### config.mk
export PLATFORM = sky130hd
export DESIGN_NAME = quantized_int8_mac_with_bias_core
export DESIGN_NICKNAME = d
export VERILOG_FILES = /design/src/hdl/qmac_pkg.sv /design/src/hdl/qmac_quant.sv /design/src/hdl/qmac_accum.sv /design/src/hdl/quantized_int8_mac_with_bias_core.sv
export SDC_FILE = /design/constraint.sdc
export NUM_CORES = 1
export LEC_CHECK = 0
export ABC_AREA = 1
export BUFFER_PORTS_ARGS = -buffer_cell sky130_fd_sc_hd__buf_2
export CAP_MARGIN = 20
export CORE_MARGIN = 2
export CORE_UTILIZATION = 60
export DETAILED_ROUTE_END_ITERATION = 7
export PLACE_DENSITY_LB_ADDON = 0.25
export SLEW_MARGIN = 20
export SYNTH_ARGS = -nofsm -noshare
export SYNTH_HDL_FRONTEND = slang
export SYNTH_SLANG_ARGS = --single-unit
### constraint.sdc
create_clock -name clk -period 6.7 [get_ports clk]
set_clock_uncertainty 0.2 [all_clocks]
set_input_delay 0.67 -clock clk [delete_from_list [all_inputs] [get_ports clk]]
set_output_delay 0.67 -clock clk [all_outputs]
set_load 0.03 [all_outputs]
### src/hdl/qmac_pkg.sv
// qmac_pkg: shared types, quantizer limits and saturation helper for the
// quantized int8 multiply-accumulate core. No dependencies.
`timescale 1ns / 1ps
`default_nettype none

package qmac_pkg;

  // clamp limits on the raw q8.8 inputs
  localparam logic signed [15:0] WGT_LO  = -16'sd512;   // -2.0
  localparam logic signed [15:0] WGT_HI  = 16'sd508;    // 1.984375
  localparam logic signed [15:0] ACT_LO  = -16'sd4096;  // -16.0
  localparam logic signed [15:0] ACT_HI  = 16'sd4064;   // 15.875
  localparam logic signed [15:0] BIAS_LO = -16'sd2048;  // -8.0
  localparam logic signed [15:0] BIAS_HI = 16'sd2032;   // 7.9375

  // half an lsb of the q4.3 activation code, in q8.8
  localparam logic signed [15:0] ACT_HALF = 16'sd16;

  localparam int unsigned ACC_W  = 32;
  localparam int unsigned CODE_W = 8;
  localparam int unsigned PROD_W = 2 * CODE_W;

  typedef logic signed [CODE_W-1:0] code_t;
  typedef logic signed [PROD_W-1:0] prod_t;
  typedef logic signed [ACC_W-1:0]  acc_t;

  // control that travels with one item between stages
  typedef struct packed {
    logic valid;
    logic last;
  } qmac_ctl_t;

  // clip a sum that is one bit wider than the accumulator
  function automatic acc_t sat_acc(input logic signed [ACC_W:0] s);
    if (s[ACC_W] != s[ACC_W-1]) begin
      return s[ACC_W] ? {1'b1, {(ACC_W-1){1'b0}}} : {1'b0, {(ACC_W-1){1'b1}}};
    end
    return s[ACC_W-1:0];
  endfunction

endpackage

`default_nettype wire

### src/hdl/qmac_quant.sv
// qmac_quant: clamps the q8.8 weight, activation and bias, offsets the activation
// by half an lsb, and truncates toward zero to int8 codes. Depends on qmac_pkg.
`timescale 1ns / 1ps
`default_nettype none

module qmac_quant import qmac_pkg::*; (
  input  wire logic signed [15:0] weight,
  input  wire logic signed [15:0] activation,
  input  wire logic signed [15:0] row_bias,
  output code_t                   w_code,
  output code_t                   a_code,
  output code_t                   b_code
);

  logic signed [15:0] w_clip;
  logic signed [15:0] a_clip;
  logic signed [15:0] b_clip;
  logic signed [15:0] w_adj;
  logic signed [15:0] a_off;
  logic signed [15:0] a_adj;
  logic signed [15:0] b_adj;

  always_comb begin
    w_clip = (weight < WGT_LO) ? WGT_LO : ((weight > WGT_HI) ? WGT_HI : weight);
    a_clip = (activation < ACT_LO) ? ACT_LO :
             ((activation > ACT_HI) ? ACT_HI : activation);
    b_clip = (row_bias < BIAS_LO) ? BIAS_LO :
             ((row_bias > BIAS_HI) ? BIAS_HI : row_bias);

    // negative values get divisor-1 added so the floor shift truncates toward zero
    w_adj = w_clip + (w_clip[15] ? 16'sd3 : 16'sd0);
    a_off = a_clip + ACT_HALF;
    a_adj = a_off + (a_off[15] ? 16'sd31 : 16'sd0);
    b_adj = b_clip + (b_clip[15] ? 16'sd15 : 16'sd0);
  end

  assign w_code = w_adj[9:2];
  assign a_code = a_adj[12:5];
  assign b_code = b_adj[11:4];

endmodule

`default_nettype wire

### src/hdl/qmac_accum.sv
// qmac_accum: saturating accumulator, end-of-row bias add and result
// register with the out_ handshake. Depends on qmac_pkg.
`timescale 1ns / 1ps
`default_nettype none

module qmac_accum import qmac_pkg::*; (
  input  wire logic       clk,
  input  wire logic       rst_n,
  input  wire qmac_ctl_t  prod_ctl,
  input  wire prod_t      prod,
  input  wire code_t      bias_code,
  output logic            prod_take,
  output logic            out_valid,
  input  wire logic       out_stall,
  output acc_t            out_dot_result
);

  acc_t  acc_r,   acc_nxt;
  acc_t  sum_r,   sum_nxt;
  code_t bias_r,  bias_nxt;
  logic  sv_r,    sv_nxt;
  acc_t  out_r,   out_nxt;
  logic  ov_r,    ov_nxt;

  logic  out_rdy;
  logic  sum_rdy;
  acc_t  acc_add;

  logic signed [ACC_W:0] prod_sum;
  logic signed [ACC_W:0] bias_sum;

  assign out_rdy   = !ov_r || !out_stall;
  assign sum_rdy   = !sv_r || out_rdy;
  // a non-last product never waits; a last one needs the sum register
  assign prod_take = prod_ctl.valid && (!prod_ctl.last || sum_rdy);

  always_comb begin
    prod_sum = {acc_r[ACC_W-1], acc_r}
             + {{(ACC_W+1-PROD_W-7){prod[PROD_W-1]}}, prod, 7'b0};
    acc_add  = sat_acc(prod_sum);
    bias_sum = {sum_r[ACC_W-1], sum_r}
             + {{(ACC_W+1-CODE_W-12){bias_r[CODE_W-1]}}, bias_r, 12'b0};

    acc_nxt  = acc_r;
    sum_nxt  = sum_r;
    bias_nxt = bias_r;
    sv_nxt   = sv_r;
    out_nxt  = out_r;
    ov_nxt   = ov_r;

    if (out_rdy) begin
      ov_nxt = sv_r;
      if (sv_r) begin
        out_nxt = sat_acc(bias_sum);
      end
      sv_nxt = 1'b0;
    end

    if (prod_take) begin
      if (prod_ctl.last) begin
        acc_nxt  = '0;
        sum_nxt  = acc_add;
        bias_nxt = bias_code;
        sv_nxt   = 1'b1;
      end else begin
        acc_nxt = acc_add;
      end
    end
  end

  always_ff @(posedge clk) begin
    if (!rst_n) begin
      acc_r <= '0;
      sv_r  <= 1'b0;
      ov_r  <= 1'b0;
    end else begin
      acc_r <= acc_nxt;
      sv_r  <= sv_nxt;
      ov_r  <= ov_nxt;
    end
  end

  always_ff @(posedge clk) begin
    sum_r  <= sum_nxt;
    bias_r <= bias_nxt;
    out_r  <= out_nxt;
  end

  assign out_valid      = ov_r;
  assign out_dot_result = out_r;

endmodule

`default_nettype wire

### src/hdl/quantized_int8_mac_with_bias_core.sv
// quantized_int8_mac_with_bias_core: top level; input and product stages,
// wired to qmac_quant and qmac_accum. Depends on qmac_pkg.
//
//  channel | dir | handshake            | payload
//  in_     | in  | in_valid / in_stall  | in_weight, in_activation, in_row_bias, in_last
//  out_    | out | out_valid / out_stall| out_dot_result
//
// one item per cycle when out_stall is low; out_valid rises from the result register
// after the in_ transfer of a last item has passed the code, product, sum and bias
// registers in that order (the code register loaded at the transfer itself).
// rst_n is synchronous: the accumulator clears and all stages empty.
// a held result does not block accumulation of following non-last items;
// input stalls only once the stages behind the result register are full.
`timescale 1ns / 1ps
`default_nettype none

module quantized_int8_mac_with_bias_core import qmac_pkg::*; (
  input  wire logic               clk,
  input  wire logic               rst_n,
  input  wire logic               in_valid,
  output logic                    in_stall,
  input  wire logic signed [15:0] in_weight,
  input  wire logic signed [15:0] in_activation,
  input  wire logic signed [15:0] in_row_bias,
  input  wire logic               in_last,
  output logic                    out_valid,
  input  wire logic               out_stall,
  output logic signed [31:0]      out_dot_result
);

  code_t w_code, a_code, b_code;

  code_t     wq_r,  wq_nxt;
  code_t     aq_r,  aq_nxt;
  code_t     bq_r,  bq_nxt;
  qmac_ctl_t c1_r,  c1_nxt;

  prod_t     prod_r, prod_nxt;
  code_t     bp_r,   bp_nxt;
  qmac_ctl_t c2_r,   c2_nxt;

  logic prod_take;
  logic s2_rdy;
  logic s1_rdy;
  logic in_xfer;

  qmac_quant u_quant (
    .weight     (in_weight),
    .activation (in_activation),
    .row_bias   (in_row_bias),
    .w_code     (w_code),
    .a_code     (a_code),
    .b_code     (b_code)
  );

  assign s2_rdy   = !c2_r.valid || prod_take;
  assign s1_rdy   = !c1_r.valid || s2_rdy;
  assign in_stall = !s1_rdy;
  assign in_xfer  = in_valid && s1_rdy;

  always_comb begin
    wq_nxt   = wq_r;
    aq_nxt   = aq_r;
    bq_nxt   = bq_r;
    c1_nxt   = c1_r;
    prod_nxt = prod_r;
    bp_nxt   = bp_r;
    c2_nxt   = c2_r;

    if (s2_rdy) begin
      c2_nxt = c1_r;
      if (c1_r.valid) begin
        prod_nxt = wq_r * aq_r;
        bp_nxt   = bq_r;
      end
    end

    if (s1_rdy) begin
      c1_nxt.valid = in_valid;
      c1_nxt.last  = in_last;
      if (in_xfer) begin
        wq_nxt = w_code;
        aq_nxt = a_code;
        bq_nxt = b_code;
      end
    end
  end

  always_ff @(posedge clk) begin
    if (!rst_n) begin
      c1_r <= '0;
      c2_r <= '0;
    end else begin
      c1_r <= c1_nxt;
      c2_r <= c2_nxt;
    end
  end

  always_ff @(posedge clk) begin
    wq_r   <= wq_nxt;
    aq_r   <= aq_nxt;
    bq_r   <= bq_nxt;
    prod_r <= prod_nxt;
    bp_r   <= bp_nxt;
  end

  qmac_accum u_accum (
    .clk            (clk),
    .rst_n          (rst_n),
    .prod_ctl       (c2_r),
    .prod           (prod_r),
    .bias_code      (bp_r),
    .prod_take      (prod_take),
    .out_valid      (out_valid),
    .out_stall      (out_stall),
    .out_dot_result (out_dot_result)
  );

endmodule

`default_nettype wire

# Yosys cells after proc, flatten, opt, wreduce, memory -nomap -nowiden
# Cells that the tools add are included.
# W data, S select, Z words.
# op_classes
n_addsub,6
n_mul,1
magnitude_cmp,6
eq_ne,2
muxes,23
n_reduce_logical,18
# ops
cell,count
$mux W32,7
$mux W16,6
$add A32 B20 Y33,1
$add A32 B23 Y33,1
$add A16 B6 Y16 const B,1
$gt A16 B10 Y1 const B,1
$gt A16 B12 Y1 const B,1
$gt A16 B13 Y1 const B,1
$lt A16 B10 Y1 const B,1
$lt A16 B12 Y1 const B,1
$lt A16 B13 Y1 const B,1
$mul A8 B8 Y16,1
$add A13 B13 Y13,1
$add A12 B12 Y12,1
$add A10 B10 Y10,1
$reduce_and A2 Y1,4
$logic_not A1 Y1,7
$mux W1,7
$logic_or A1 B1 Y1,5
$mux W5,1
$mux W4,1
$logic_and A1 B1 Y1,2
$mux W2,1
$ne A1 B1 Y1,2
# word_totals
register_bits,158
inputBits,53
output_inout_bits,34
elab_cells,71

# Longest topological paths before layout
# logic_depth
word_depth,9
mapped_depth,22
ltp_nobuf,21

# Hierarchy
# A second synthesis with hierarchy kept.
# hier_totals
cells_unflattened,1578
hier_area_um2,12449.4
# modules_own_cells
module,n_inst,cells_per_inst,area_each_um2
qmac_accum,1,860,6805.3
quantized_int8_mac_with_bias_core,1,473,4381.7
qmac_quant,1,245,1262.5

# Least setup slack after synthesis
# No wires, ideal clock.
# synth_path
path_kind,register -> register
start,register wq_r[0]
end,"register prod_r[14], data pin"
setup_time_ps,265
t_arrival_ps,4392
required_ps,6235
path_slack_ps,1843
stages_incl_launch_ff,20
path_buffers,1
period_less_slack_ps,4857
cell_sequence,edfxtp_1 clkbuf_1 or2_2 fa_1 fa_1 inv_1 fa_1 inv_1 fa_1 inv_1 ha_1 nand2_1 o21ai_0 nand2_1 nand2_1 a21oi_1 o21ai_0 a21oi_1 o21ai_0 xor2_1
# synth_between
elab_chain_len,1
# synth_lines
element,line_no,source
from (decl),quantized_int8_mac_with_bias_core.sv:33,"code_t wq_r, wq_nxt;"
from (signal assigned),quantized_int8_mac_with_bias_core.sv:100,wq_r <= wq_nxt;
$mul A8 B8 Y16,quantized_int8_mac_with_bias_core.sv:73,prod_nxt = wq_r * aq_r;
to (signal assigned),quantized_int8_mac_with_bias_core.sv:103,prod_r <= prod_nxt;
to (decl),quantized_int8_mac_with_bias_core.sv:38,"prod_t prod_r, prod_nxt;"
# Every way passes these cells.
# A chain may end at the register's enable or synchronous reset.

# Worst setup path after layout
# layout_path
start,register aq_r[7]
end,"register prod_r[14], data pin"
# layout_between
elab_chain_len,1
# layout_lines
element,line_no,source
from (decl),quantized_int8_mac_with_bias_core.sv:34,"code_t aq_r, aq_nxt;"
from (signal assigned),quantized_int8_mac_with_bias_core.sv:101,aq_r <= aq_nxt;
$mul A8 B8 Y16,quantized_int8_mac_with_bias_core.sv:73,
# Every way passes these cells.

==> qor.yml <==
floorplan:
  core_area_um2: 18830
  die_x_um: 143.2
  rows: 50
  die_area_um2: 20500
  die_h_um: 143.2
  pin_count: 87
  initial_utilization: 0.6172
detailed_routing:
  vias: 9092
  drtPass1Iterations: 4
  routedWlPerCell_um: 13.83
  vias_per_cell: 5.295
  drc: 0
  ant_nets: 0
  wl_um: 23740
  dr.first_iter.drc_count: 443
flow_run:
  max_cap_viol_count: 0
logic_synthesis:
  yosysUniqueCellTypes: 55
  synthCells: 1374
  syn_area_um2: 11620
  yosysSeqAreaShare: 0.3755
  syn_nets: 1563
  ys_ff_latch: 158
  synth_top_area_cell: "edfxtp_1"
  ys.flop_type: "edfxtp_1"
  ys_async_sr_fraction: 0
  synth_top_area_frac: 0.3100
  synth_edf_count: 120
  yosysWarnings: 0
  avgSynthCellArea_um2: 8.459
  synth_area_leaders: "edfxtp_1, nand2_1, fa_1"
critical_path:
  r2r_end: "prod_r[14]"
  path_common_cell: "fa_1"
  crit_fanout: 9
  max_stage_delay_ps: 550
  crit-reg2reg-launch: "aq_r[7]"
  end_kind: "flip-flop"
  crit_family: "adder cells"
  critPathKind: "reg -> reg"
  rr_worst_depth: 19
  crit_buf_inv: 4
  critPathLaunchType: "flip-flop"
  cp.required_ps: 6680
  worstPathArrival_ps: 5290
  crit_chain: "clkinv_1, or2_2, fa_1, fa_1, inv_1, fa_1, inv_1, fa_1, inv_1, ha_1, nand2_1, o21ai_0, nand2_1, nand2_1, a21oi_1, o21ai_0, a21oi_1, o21ai_0, xor2_1"
  r2r_slack_ps: 1380
  crit_slowest_cell: "fa_1"
worst_hold_path:
  min_path_type: "reg -> reg"
  min_to: "u_accum.bias_r[2]"
  worstHoldStart: "bp_r[2]"
  hold_depth: 0
sta:
  finalHoldViolations: 0
  fmax_mhz: 188.1
  grt_setup_unrepaired: "false"
  tightest_slew_ps: 1116
  finalCriticalPeriod_ps: 5318
  tns_ps: 0
  fin_crit_sh: 0.7937
  finalWorstSetupSlack_ps: 1382
  setup_viol: 0
  drv_slew: 0
  max-slew-margin-rel: 0.2561
global_route:
  grt_overflow: 0
  grtUsageTotal: 0.2488
  antenna_found_initial: 0
  grt_pass1_vias: 8861
  grt_first_pass_wirelength_um: 40610
  grt_max_degree: 42
clock_tree:
  cts_sinks: 158
  cts.htree.levels: 4
  cts_post_setup_buffers_inserted: 0
  cts_resized: 0
  cts_hold_buf: 0
  cts_tree: "yes"
  root_buffer: "clkbuf_16"
  cts_max_path_buffers: 2
  cts.clk_slew.worst_paths_ps: 70
  numCtsBuffers: 17
  worstSkewPairLatency_ps: 430
layout:
  fin_nets: 1633
  area_growth_pct: 10.92
  num_antenna_cells: 0
  final_common_cell: "nand2_1"
  drive_gt1_frac: 0.1249
  final_area_um2: 12890
  instances_no_fill: 1717
  mostFrequentLayoutCells: "nand2_1, inv_1, edfxtp_1"
place:
  place_ws_ps: 1523
  gp_congestion: 0.9201
  dp_hpwl_um: 18480
  place_area_um2: 12250
  io_buffers: 86
  post-place-cells: 1684
power_and_ir_drop:
  irDropWorstVdd_mv: 0.2185
  power_density_nw_per_um2: 388.4
  p_leak_nw: 6.170
status:
  outcome: "completed"
logic make-up after synthesis:
logic type      share of synthesized area
simple gates                       0.1918
xor+xnor                          0.05340
fa+ha+maj                          0.1832
flops                              0.3755
compound gates                     0.1045
buf+inv                           0.09151
through the flow:
step,total power [mW],hold slack [ps],util
floorplan,3.503,200.3,-
global placement,3.940,201.5,0.6492
detailed placement,4.033,204.5,0.6508
CTS,5.025,220.2,0.6831
global route,5.450,222.1,0.6846
finish,5.007,216.8,0.6846
routing by layer:
layer,global-route usage,up-vias,part of all wire
met5,0,-,0
met4,0.08233,0,0.018
met3,0.04058,33,0.031
met2,0.4503,160,0.52
met1,0.3013,4310,0.43
li1,-,4589,-
synth_stat cells, types with 3 or more instances:
master,instances
nand2_1,330
inv_1,221
edfxtp_1,120
a21oi_1,109
ha_1,79
nor2_1,78
fa_1,57
nand3_1,45
o21ai_0,44
xor2_1,44
dfxtp_1,38
clkbuf_1,25
xnor2_1,25
nand2_2,21
nand4_1,18
o21ai_1,17
buf_2,10
nor3_1,10
o21ai_2,10
o211ai_1,6
a21oi_2,5
a21o_1,4
a31oi_1,4
buf_6,4
clkinv_1,4
nor4_1,4
and3_1,3
inv_2,3
o21bai_1,3
or2_2,3
worst max path at each step:
stage / cells after the start / slack (ps) / endpoint / start
4_1_cts: 19 / 1410 / prod_r[14] / aq_r[7]
2_1_floorplan: 19 / 1840 / prod_r[14] / wq_r[0]
6_report: 19 / 1380 / prod_r[14] / aq_r[7]
3_5_place_dp: 19 / 1520 / prod_r[14] / aq_r[7]
5_1_grt: 19 / 1100 / prod_r[14] / aq_r[7]
3_3_place_gp: 19 / 1640 / prod_r[14] / aq_r[7]
registers in the layout, summed over array words and instances (netlist names):
signal                  count
aq_r                        8
bp_r                        8
bq_r                        8
c1_r                        2
c2_r                        2
prod_r                     16
u_accum.acc_r              32
u_accum.bias_r              8
u_accum.out_dot_result     32
u_accum.out_valid           1
u_accum.sum_r              32
u_accum.sv_r                1
wq_r                        8
area by class of cell:
type | instances | area [µm²]
clock buffer | 17 | 425.4
clock inverter | 15 | 183.9
fill | 1547 | 5939
inverter | 228 | 855.8
multi-input combinational | 946 | 6213
sequential | 158 | 4364
tap | 260 | 325.3
timing repair buffer | 93 | 523.0
where the power goes:
group	switching [mW]	internal, mW
Clock	0.455	0.506
Combinational	1.64	0.993
Sequential	0.0815	1.33
worst reg2reg max path, stage by stage (launching register included):
cell	delay, ps
edfxtp_1	330
clkinv_1	210
or2_2	370
fa_1	520
fa_1	550
inv_1	60
fa_1	530
inv_1	50
fa_1	520
inv_1	40
ha_1	330
nand2_1	80
o21ai_0	310
nand2_1	130
nand2_1	80
a21oi_1	90
o21ai_0	260
a21oi_1	110
o21ai_0	210
xor2_1	90
Note: power is estimated with default switching activity, not from simulation.
